File: src/sv/crc16p_pkg.sv
package crc16p_pkg;

	localparam int CrcW    = 16;
	localparam int DataW   = 8;
	localparam int MaxBits = 8;
	localparam int CntW    = $clog2(MaxBits + 1);

	localparam logic [CrcW-1:0] CrcPoly = 16'h1021;
	localparam logic [CrcW-1:0] CrcInit = 16'hFFFF;

endpackage

File: src/sv/crc16_ccitt_partial_byte_check.sv
// crc-16/ccitt-false engine over partial bytes, msb first, poly 0x1021, init 0xffff.
// input stream (s_axis_*): one transaction per item. tdata[7:0] is the data byte,
// tdata[11:8] the number of bits to take from bit 7 down (above 8 counts as 8,
// 0 absorbs nothing), tdata[15:12] unused. tuser marks the first item of a message
// and reloads the crc with 0xffff, tlast marks the final item.
// output stream (m_axis_*): one transaction per input item. tdata is the running
// crc after the item, tlast echoes the input tlast, tuser is the check error:
// set on a last item whose residue is nonzero.
// a single shift-and-xor step unit is reused once per bit, so an item is accepted
// in the idle state, stepped once per bit in the run state, then loaded into the
// output register from the done state; no new item is taken before that.
// s_axis_tready is high only while the engine is idle. the output register lets
// the engine take the next item while a result waits; when the receiver stalls,
// the engine holds its finished result until the output register frees up.
// reset empties the output register, leaves the engine idle and ready, and sets
// the crc to 0xffff.
module crc16_ccitt_partial_byte_check
	import crc16p_pkg::*;
(
	input  logic        clk,
	input  logic        arst_n,
	input  logic        s_axis_tvalid,
	output logic        s_axis_tready,
	input  logic [15:0] s_axis_tdata,  // data_byte[7:0], bit_count[11:8], zero fill
	input  logic        s_axis_tuser,  // first_item
	input  logic        s_axis_tlast,
	output logic        m_axis_tvalid,
	input  logic        m_axis_tready,
	output logic [15:0] m_axis_tdata,  // crc_value[15:0]
	output logic        m_axis_tuser,  // check_error
	output logic        m_axis_tlast
);

	typedef enum logic [2:0] {
		S_IDLE = 3'b001,
		S_RUN  = 3'b010,
		S_DONE = 3'b100
	} state_t;

	state_t           state_q;
	logic [CrcW-1:0]  crc_q;
	logic [CrcW-1:0]  crc_step;
	logic [DataW-1:0] data_q;
	logic [CntW-1:0]  cnt_q;
	logic             last_q;
	logic             out_valid_q;
	logic [CrcW-1:0]  out_crc_q;
	logic             out_err_q;
	logic             out_last_q;

	logic             in_acc;
	logic             out_free;
	logic [DataW-1:0] in_data;
	logic [CntW-1:0]  in_cnt;
	logic [CntW-1:0]  in_cnt_sat;

	assign s_axis_tready = (state_q == S_IDLE);
	assign in_acc        = s_axis_tvalid && s_axis_tready;
	assign out_free      = !out_valid_q || m_axis_tready;

	assign in_data    = s_axis_tdata[DataW-1:0];
	assign in_cnt     = s_axis_tdata[DataW +: CntW];
	assign in_cnt_sat = (in_cnt > CntW'(MaxBits)) ? CntW'(MaxBits) : in_cnt;

	crc16p_bit_step u_step (
		.crc_in  (crc_q),
		.din     (data_q[DataW-1]),
		.crc_out (crc_step)
	);

	// sequencer and crc state
	always_ff @(posedge clk or negedge arst_n) begin
		if (!arst_n) begin
			state_q <= S_IDLE;
			crc_q   <= CrcInit;
			cnt_q   <= '0;
		end else begin
			unique case (state_q)
				S_IDLE: begin
					if (in_acc) begin
						if (s_axis_tuser) begin
							crc_q <= CrcInit;
						end
						cnt_q   <= in_cnt_sat;
						state_q <= (in_cnt_sat == '0) ? S_DONE : S_RUN;
					end
				end
				S_RUN: begin
					crc_q <= crc_step;
					cnt_q <= cnt_q - CntW'(1);
					if (cnt_q == CntW'(1)) begin
						state_q <= S_DONE;
					end
				end
				S_DONE: begin
					if (out_free) begin
						state_q <= S_IDLE;
					end
				end
				default: state_q <= S_IDLE;
			endcase
		end
	end

	always_ff @(posedge clk) begin
		if (in_acc) begin
			data_q <= in_data;
			last_q <= s_axis_tlast;
		end else if (state_q == S_RUN) begin
			data_q <= {data_q[DataW-2:0], 1'b0};
		end
	end

	// output register
	always_ff @(posedge clk or negedge arst_n) begin
		if (!arst_n) begin
			out_valid_q <= 1'b0;
		end else if (state_q == S_DONE && out_free) begin
			out_valid_q <= 1'b1;
		end else if (m_axis_tready) begin
			out_valid_q <= 1'b0;
		end
	end

	always_ff @(posedge clk) begin
		if (state_q == S_DONE && out_free) begin
			out_crc_q  <= crc_q;
			out_err_q  <= last_q && (crc_q != '0);
			out_last_q <= last_q;
		end
	end

	assign m_axis_tvalid = out_valid_q;
	assign m_axis_tdata  = out_crc_q;
	assign m_axis_tuser  = out_err_q;
	assign m_axis_tlast  = out_last_q;

	a_run_has_bits: assert property (@(posedge clk) disable iff (!arst_n)
		(state_q == S_RUN) |-> (cnt_q != '0))
		else $error("step sequencer running with no bits left");

	a_first_reload: assert property (@(posedge clk) disable iff (!arst_n)
		(in_acc && s_axis_tuser) |=> (crc_q == CrcInit))
		else $error("first item did not reload crc");

	a_load_from_done: assert property (@(posedge clk) disable iff (!arst_n)
		$rose(out_valid_q) |-> $past(state_q == S_DONE))
		else $error("result loaded outside done state");

	a_err_on_last: assert property (@(posedge clk) disable iff (!arst_n)
		(out_valid_q && out_err_q) |-> out_last_q)
		else $error("check error on an item that is not last");

endmodule

File: src/sv/crc16p_bit_step.sv
module crc16p_bit_step
	import crc16p_pkg::*;
(
	input  logic [CrcW-1:0] crc_in,
	input  logic            din,
	output logic [CrcW-1:0] crc_out
);

	logic [CrcW-1:0] shifted;

	assign shifted = {crc_in[CrcW-2:0], 1'b0};

	// feedback is the outgoing msb against the incoming data bit
	assign crc_out = (din ^ crc_in[CrcW-1]) ? (shifted ^ CrcPoly) : shifted;

endmodule

File: config.mk
export PLATFORM = sky130hd
export DESIGN_NAME = crc16_ccitt_partial_byte_check
export DESIGN_NICKNAME = d
export VERILOG_FILES = /design/src/sv/crc16p_pkg.sv /design/src/sv/crc16_ccitt_partial_byte_check.sv /design/src/sv/crc16p_bit_step.sv
export SDC_FILE = /design/constraint.sdc
export NUM_CORES = 1
export LEC_CHECK = 0
export ABC_AREA = 1
export BUFFER_PORTS_ARGS = -buffer_cell sky130_fd_sc_hd__buf_4
export CAP_MARGIN = 10
export CORE_MARGIN = 3
export CORE_UTILIZATION = 55
export CTS_CLUSTER_SIZE = 20
export DETAILED_ROUTE_END_ITERATION = 10
export GPL_TIMING_DRIVEN = 0
export PLACE_DENSITY = 0.83
export SETUP_SLACK_MARGIN = 0.02
export SLEW_MARGIN = 0
export SYNTH_ARGS = -nofsm -noshare
export SYNTH_HDL_FRONTEND = slang
export SYNTH_SLANG_ARGS = --single-unit
File: constraint.sdc
create_clock -name clk -period 4.2 [get_ports clk]
set_input_delay 0.84 -clock clk [delete_from_list [all_inputs] [get_ports clk]]
set_output_delay 0.84 -clock clk [all_outputs]
set_load 0.01 [all_outputs]
# Yosys cells after proc, flatten, opt, wreduce, memory -nomap -nowiden
# Cells that the tools add are included.
dict set report totals {
  elab_cells 50
  output_inout_bits 20
  reg_bits 51
  input_bits 22
}
dict set report classes {
  addsub 1
  mux 16
  order_cmp 1
  n_eq_ne 8
  bitwise 2
  n_reduce_logical 13
}
# cell n
set op_table {}
lappend op_table {{16-bit two-way mux} 2}
lappend op_table {{16-bit case mux with 2 select lines} 1}
lappend op_table {{8-bit two-way mux} 2}
lappend op_table {{16-bit nonzero test} 1}
lappend op_table {{13-bit two-way mux} 1}
lappend op_table {{3-bit two-way mux} 4}
lappend op_table {{3-bit case mux with 3 select lines} 1}
lappend op_table {{4-bit two-way mux} 2}
lappend op_table {{4-bit case mux with 2 select lines} 1}
lappend op_table {{3-bit AND reduction} 2}
lappend op_table {{2-bit nonzero test} 3}
lappend op_table {{4-bit by 1-bit == test with 1-bit output (second input constant)} 1}
lappend op_table {{4-bit greater-than comparator (second input constant)} 1}
lappend op_table {{4-bit zero test} 1}
lappend op_table {{2-bit by 1-bit inequality test with 1-bit output (second input constant)} 2}
lappend op_table {{2-bit inequality test (second input constant)} 2}
lappend op_table {{4-bit by 1-bit subtractor with 4-bit output (second input constant)} 1}
lappend op_table {{3-bit by 1-bit == test with 1-bit output (second input constant)} 1}
lappend op_table {{3-bit by 2-bit == test with 1-bit output (second input constant)} 1}
lappend op_table {{3-bit == test (second input constant)} 1}
lappend op_table {{1-bit logical AND} 3}
lappend op_table {{3-bit NOT} 1}
lappend op_table {{1-bit two-way mux} 2}
lappend op_table {{2-bit AND reduction} 1}
lappend op_table {{3 further kinds} 3}

# Longest topological paths before layout
# Gate-level depths: netlist of the first run.
dict set report logic_depth {
  word_depth 6
  ltp_mapped 8
  depth_no_buf 8
}

# Hierarchy
# A second synthesis of the first run with hierarchy kept.
dict set report hier_totals {
  cells_unflattened 258
  area_unflattened_um2 2452.4
}
# mod cells_per_inst n_inst area_per_inst_um2
set modules_own_cells {}
lappend modules_own_cells {crc16_ccitt_partial_byte_check 230 1 2293.4}
lappend modules_own_cells {crc16p_bit_step 28 1 158.9}

# Least setup slack after synthesis of the first run
# No wires, ideal clock.
dict set report synth_path {
  path_kind {input -> register}
  start {in m_axis_tready}
  end {reg out_crc_q[0] (netlist: m_axis_tdata[0]) (enable)}
  arrival_time_ps 1673
  setup_time_ps 393
  path_buffers 0
  path_stages 2
  setup_slack_ps 2134
  path_cell_list {nor2_1 nor2_1}
}
dict set report synth_between {
  elab_chain_cells 2
}
# item line
set synth_rtl {}
lappend synth_rtl {{start, declared} crc16_ccitt_partial_byte_check.sv:28} ;# input logic m_axis_tready,
lappend synth_rtl {{1-bit logical OR} crc16_ccitt_partial_byte_check.sv:59} ;# assign out_free = !out_valid_q || m_axis_tready;
lappend synth_rtl {{1-bit logical AND} crc16_ccitt_partial_byte_check.sv:126} ;# if (state_q == S_DONE && out_free) begin
lappend synth_rtl {{end signal, assigned} crc16_ccitt_partial_byte_check.sv:127} ;# out_crc_q <= crc_q;
lappend synth_rtl {{end, declared} crc16_ccitt_partial_byte_check.sv:47} ;# logic [CrcW-1:0] out_crc_q;
# Every way passes these cells.
# A chain may end at the register's enable or synchronous reset.

# Final worst setup path of the first run
dict set report layout_path {
  start {reg state_q[0]}
  end {out s_axis_tready}
}
dict set report layout_between {
  elab_chain_cells 1
}
# item line
set layout_rtl {}
lappend layout_rtl {{start, declared} crc16_ccitt_partial_byte_check.sv:40} ;# state_t state_q;
lappend layout_rtl {{start signal, assigned} crc16_ccitt_partial_byte_check.sv:85} ;# state_q <= (in_cnt_sat == '0) ? S_DONE : S_RUN;
lappend layout_rtl {{3-bit by 1-bit == test with 1-bit output} crc16_ccitt_partial_byte_check.sv:57} ;# assign s_axis_tready = (state_q == S_IDLE);
lappend layout_rtl {{end, declared} crc16_ccitt_partial_byte_check.sv:23} ;# output logic s_axis_tready,
# Every way passes these cells.

==> impl_metrics.tcl, run 1 <==
set metrics [dict create \
    status "completed" \
    cts_resized 0 \
    cp.depth 3 \
    r2r-end "m_axis_tdata[12]" \
    drv_slew 0 \
    finalNonFillerCells 350 \
    leakage_nw 1.38 \
    htreeDepth 2 \
    peakVddDrop_uv 335 \
    critPathBufInv 2 \
    slowest_stage "dfstp_2" \
    crit_path_max_fanout 4 \
    nets 323 \
    layout_commonest_cell "nand2_1" \
    power_density_nw_per_um2 717 \
    diodes 0 \
    rows 23 \
    rrSetupSlack_ns 2.57 \
    syn_area_per_cell_um2 9.22 \
    avgViaCountPerCell 5.12 \
    min_path_type "input pin to asynchronous set/reset pin" \
    drtAntennaViolNets 0 \
    crit_path_end "s_axis_tready" \
    fin_util_pct 69.3 \
    grt_max_degree 25 \
    cp_slowest_stage_delay_ns 0.56 \
    cp-end-kind "output pin" \
    yosysWarnings 0 \
    grt_overflow 0 \
    cts.sinks 51 \
    maxCapViolCount 0 \
    design_area_um2 2810 \
    die_x_um 71.3 \
    pin_count 42 \
    ys_ff_latch 51 \
    path_class "flip-flop to output pin" \
    grt_pass1_wl_um 7460 \
    gp_congestion 0.871 \
    worstPathArrival_ns 1.48 \
    maxSlewHeadroom_pct 69.0 \
    drive_above_1_share_pct 26.0 \
    yosys.cell_types.count 20 \
    hpwl_um 3290 \
    num_vias 1793 \
    drc_errors 0 \
    hold_viol 0 \
    r2r_cells 4 \
    cts-root-buf "clkbuf_8" \
    finalWirelength_um 4510 \
    clk_pin_slew_ns 0.09 \
    ys_seq_area_share_pct 61.2 \
    post_cts_buffers 0 \
    min_period_ns 2.32 \
    syn2layout_area_growth_pct 20.0 \
    coreArea_um2 4060 \
    worst-endpoint-required_ns 3.36 \
    wire_per_inst_um 12.9 \
    max_freq_mhz 432 \
    clockBufferDepth 2 \
    cp-startpoint "state_q[0]" \
    drt_first_iter_violations 121 \
    clock_skew_ns 0.0115 \
    tightest_slew_ns 0.464 \
    drt-pass1-iter-count 4 \
    portBuffers 37 \
    die_area_um2 5080 \
    tns_ns 0 \
    placed_area_um2 2690 \
    holdBufCountCts 0 \
    final_cell_mix "nand2_1 (100), buf_4 (41), inv_1 (32)" \
    start_kind "flip-flop" \
    dp.cells 342 \
    syn_inst 254 \
    grt_pass1_vias 1769 \
    rsz0062_at_grt "false" \
    timing.final.crit_share_pct 55.1 \
    die_h_um 71.3 \
    synth_nets 278 \
    rr_startpoint "state_q[1]" \
    synth.cell_area_um2 2340 \
    numCtsBuffers 5 \
    finalSetupViolCount 0 \
    antenna_found_initial 0 \
    crit_chain "inv_1 > nor3_1 > buf_4" \
    floorplan.initialDensity_pct 57.7 \
    cts_tree "done" \
    cp_top_family "flip-flops" \
    clk_latency_ns 0.31 \
    fillerInstances 317 \
    track_usage_pct 19.1 \
]
-- metal layers --
layer	wire, µm	share of wire, %	up-vias	global-route usage [%]
li1	-	-	888	-
met5	0	0	-	0
met3	252	5.6	18	4.77
met2	2350	52	53	32.7
met4	163	3.6	0	11.9
met1	1740	39	834	21.1
-- cells by family (layout without fill, tap and decap cells) --
group	after synthesis	in the layout	synth area share, %
DFF	51	51	61.2
and+or+nand+nor	151	151	27.5
buffers and inverters	43	89	8.76
AOI/OAI and AO/OA	7	7	1.50
adders and majority gates	2	2	1.07
-- registers in the layout, indices dropped and copies added, names as in the netlist --
name and count:
crc_q 16, m_axis_tdata 16, data_q 8, cnt_q 4
state_q 3, last_q 1, m_axis_tlast 1, m_axis_tuser 1
m_axis_tvalid 1
-- worst min path at each step --
stage	from	to	slack (ns)
3_3_place_gp	last_q	m_axis_tlast	0.43
6_report	arst_n	cnt_q[3]	0.42
4_1_cts	arst_n	cnt_q[3]	0.42
5_1_grt	arst_n	cnt_q[0]	0.42
3_5_place_dp	last_q	m_axis_tlast	0.46
2_1_floorplan	last_q	m_axis_tlast	0.43
-- synthesized netlist by cell type, drive strengths merged --
master	n	share of area [%]
nand4	5	1.6
nand3b	1	0.32
ha	2	1.1
nor3	1	0.21
o21ai	5	1.1
edfxtp	27	35
nand2	102	17
dfstp	17	19
dfrtp	7	7.5
nand3	27	6.0
nor2	15	2.4
inv	36	5.9
a21oi	2	0.43
buf	7	2.9
-- power breakdown --
part	internal, mW	total, mW	switching, mW	leakage [nW]
logic	0.264	0.721	0.458	0.797
registers	0.816	0.935	0.119	0.518
clock network	0.196	0.360	0.164	0.0618
total	1.28	2.02	0.741	1.38
-- final cells by class --
type / count / area [µm²] / share of cell area, %
plain buffers: 7 / 67.6 / 2.40
clock buffers: 6 / 82.6 / 2.94
clock inverters: 2 / 38.8 / 1.38
inverters: 36 / 138 / 4.90
multi-input cells: 160 / 704 / 25.1
flip-flops and latches: 51 / 1430 / 51.0
well taps: 50 / 62.6 / 2.23
repair buffers: 38 / 285 / 10.1
-- metrics by stage --
step | power [mW] | setup WS [ns] | hold WS, ns
after floorplan | 1.44 | 2.13 | 0.426
after global placement | 1.60 | 1.79 | 0.435
after detailed placement | 1.66 | 2.19 | 0.456
after CTS | 2.02 | 1.88 | 0.423
after global routing | 2.17 | 1.80 | 0.423
final | 2.02 | 1.88 | 0.420
Note: power is estimated with default switching activity, not from simulation.
==> inputs of run 2 (changes only) <==
--- a/config.mk
+++ b/config.mk
@@ -5,15 +5,15 @@
 export SDC_FILE = /design/constraint.sdc
 export NUM_CORES = 1
 export LEC_CHECK = 0
-export ABC_AREA = 1
+export ABC_AREA = 0
 export BUFFER_PORTS_ARGS = -buffer_cell sky130_fd_sc_hd__buf_4
 export CAP_MARGIN = 10
 export CORE_MARGIN = 3
-export CORE_UTILIZATION = 55
+export CORE_UTILIZATION = 49
 export CTS_CLUSTER_SIZE = 20
 export DETAILED_ROUTE_END_ITERATION = 10
 export GPL_TIMING_DRIVEN = 0
-export PLACE_DENSITY = 0.83
+export PLACE_DENSITY = 0.79
 export SETUP_SLACK_MARGIN = 0.02
 export SLEW_MARGIN = 0
 export SYNTH_ARGS = -nofsm -noshare
==> constraint.sdc (replaced) <==
create_clock -name clk -period 1.9 [get_ports clk]
set_input_delay 0.38 -clock clk [delete_from_list [all_inputs] [get_ports clk]]
set_output_delay 0.38 -clock clk [all_outputs]
set_load 0.01 [all_outputs]
==> run 2 against run 1 <==
Net effect: clock-buffer cell count shrank 1; synthesized area shrank 9.1%; sequential share of layout area grew 3.6 points; synthesized cell count shrank 44%; via count shrank 27%; largest power group unchanged; clock skew shrank 0.0082 ns; critical endpoint is now data_q[5]; register-to-register slack lost 2.5 ns; critical path type is now flip-flop to flip-flop; wire length shrank 15%; worst hold slack lost 0.18 ns; final area shrank 6.6%.
==> impl_metrics.tcl, run 2 <==
set metrics [dict create \
    cp-end-kind "flip-flop" \
    hold_viol 0 \
    cts-root-buf "clkbuf_8" \
    die_x_um 71.9 \
    num_vias 1309 \
    drive_above_1_share_pct 39.5 \
    maxCapViolCount 0 \
    grt_pass1_vias 1354 \
    fin_ws_ns 0.114 \
    yosys.cell_types.count 40 \
    synthAdderAreaFrac_pct 1.18 \
    rsz0062_at_grt "false" \
    hpwl_um 2830 \
    tightest_slew_ns 0.406 \
    crit_path_max_fanout 10 \
    portBuffers 37 \
    floorplan.initialDensity_pct 52.1 \
    clock_skew_ns 0.00327 \
    die_area_um2 5170 \
    synth_nets 165 \
    power_density_nw_per_um2 1410 \
    synth_common_cells "edfxtp_1 (27), dfstp_2 (17), o22a_1 (13)" \
    whs_ns 0.245 \
    netlist.top_cell.by_area "edfxtp_1" \
    leakage_nw 0.996 \
    synth_async_sr_flop_share_pct 47.1 \
    yosysWarnings 0 \
    drc_errors 0 \
    synth_top_area_share_pct 38.1 \
    netlist_top_cells_area "edfxtp_1 (38%), dfstp_2 (21%), dfrtp_1 (8.2%)" \
    gp_congestion 0.773 \
    fillerInstances 325 \
    clk_pin_slew_ns 0.09 \
    synth_compound_area_share_pct 11.4 \
    synth-main-ff-cell "edfxtp_1" \
    maxSlewHeadroom_pct 72.7 \
    worst-endpoint-required_ns 1.96 \
    nets 213 \
    wire_per_inst_um 16.0 \
    drv_slew 0 \
    cts_tree "done" \
    synth_edf_count 27 \
    synthMuxAreaShare_pct 5.70 \
    finalSetupViolCount 0 \
    placed_area_um2 2480 \
    timing.final.crit_share_pct 94.0 \
    cp_slowest_stage_delay_ns 0.61 \
    cp-startpoint "state_q[0]" \
    numCtsBuffers 5 \
    grt_pass1_wl_um 6470 \
    rr_startpoint "state_q[0]" \
    critPathBufInv 2 \
    ys_ff_latch 51 \
    die_h_um 71.9 \
    cp_top_family "flip-flops" \
    finalWirelength_um 3830 \
    synth.cell_area_um2 2130 \
    syn2layout_area_growth_pct 23.3 \
    slowest_stage "dfstp_2" \
    avgViaCountPerCell 5.45 \
    min_period_ns 1.79 \
    final_cell_mix "buf_4 (41), edfxtp_1 (27), dfstp_2 (17)" \
    min_path_type "input pin to flip-flop" \
    crit_chain "nor4bb_1 > buf_4 > buf_6 > mux2_1" \
    max_freq_mhz 560 \
    pre_cts_ws_ns -0.0813 \
    start_kind "flip-flop" \
    grt_overflow 0 \
    fin_util_pct 64.2 \
    peakVddDrop_uv 875 \
    drt-pass1-iter-count 4 \
    diodes 0 \
    grt_max_degree 25 \
    rows 23 \
    drtAntennaViolNets 0 \
    synth.most_common_cell "edfxtp_1" \
    status "completed" \
    worstPathArrival_ns 1.85 \
    ys_seq_area_share_pct 67.3 \
    layout_commonest_cell "buf_4" \
    clockBufferDepth 2 \
    track_usage_pct 16.4 \
    path_class "flip-flop to flip-flop" \
    synth-simple-area-share_pct 10.2 \
    htreeDepth 2 \
    clk_latency_ns 0.30 \
    syn_inst 141 \
    min_from "s_axis_tlast" \
    syn_area_per_cell_um2 15.1 \
    pin_count 42 \
    synth-xor-area-share_pct 1.23 \
    coreArea_um2 4090 \
    synth_top_family_by_area "compound AO/OA/AOI/OAI gates" \
    drt_first_iter_violations 61 \
    antenna_found_initial 0 \
    cts.sinks 51 \
    design_area_um2 2630 \
]
-- run 2: cell count changes after synthesis, sizes merged, moves of 3 or more --
cell	before	now
a2bb2oi	0	3
inv	36	4
mux2	0	9
nand2	102	3
nand2b	0	8
nand3	27	0
nand4	5	0
nor2	15	4
nor3b	0	3
nor4	0	4
o22a	0	13
-- run 2: power by group --
group / internal (mW) / leakage (nW) / switching (mW)
registers: 1.70 / 0.507 / 0.274
logic: 0.567 / 0.447 / 0.541
clock network: 0.257 / 0.0418 / 0.354
total: 2.53 / 0.996 / 1.17
-- run 2: final cells by class --
| class | count | area, µm² | share of cell area [%] |
|---|---|---|---|
| clock inverters | 3 | 20.0 | 0.763 |
| plain buffers | 7 | 51.3 | 1.95 |
| repair buffers | 41 | 323 | 12.3 |
| flip-flops and latches | 51 | 1430 | 54.6 |
| inverters | 4 | 15.0 | 0.572 |
| well taps | 50 | 62.6 | 2.38 |
| multi-input cells | 79 | 652 | 24.8 |
| clock buffers | 5 | 68.8 | 2.62 |
-- run 2: cells by family after synthesis --
kind of cell	after synthesis
XOR/XNOR	3
AO/OA/AOI/OAI	30
flip-flops	51
buffers and inverters	11
AND/OR/NAND/NOR	33
adder cells (fa/ha/maj)	2
multiplexers	11
-- run 2: worst paths after layout --
kind	slack, ns	depth (start not counted)	to
worst max-delay path	0.11	4	data_q[5]
worst min-delay path	0.24	1	last_q
worst max register to register	0.11	4	data_q[5]
worst min register to register	0.48	0	m_axis_tlast
max in group asynchronous	1.11	2	crc_q[13]
min in group asynchronous	0.49	2	cnt_q[1]
-- run 2: per-layer routing --
metal  part of all wire (%)  vias to the layer above  routed length, µm  global-route usage, %
met5                      0                        -                  0                      0
met4                    2.2                        0                 85                   7.31
met3                    6.2                        9                237                   4.85
met2                     51                       37               1970                   28.3
met1                     40                      629               1540                   19.0
li1                       -                      634                  -                      -
-- run 2: stage by stage --
| stage | TNS [ns] | instances | power (mW) |
|---|---|---|---|
| 3_5_place_dp | -2.08 | 228 | 3.06 |
| 3_3_place_gp | -0.196 | 228 | 2.96 |
| 4_1_cts | 0 | 238 | 3.69 |
| 2_1_floorplan | 0 | 141 | 2.71 |
| 6_report | 0 | 240 | 3.69 |
| 5_1_grt | 0 | 240 | 3.94 |
-- run 2: timing repair --
action / 4_1_cts / 5_1_grt
cloned: 0 / 0
hold endpoints to repair: 7 / 0
hold buffers: 1 / 0
pin swaps: 1 / 0
setup endpoints to repair: 27 / 12
gates resized for setup: 2 / 1
setup buffers: 1 / 2
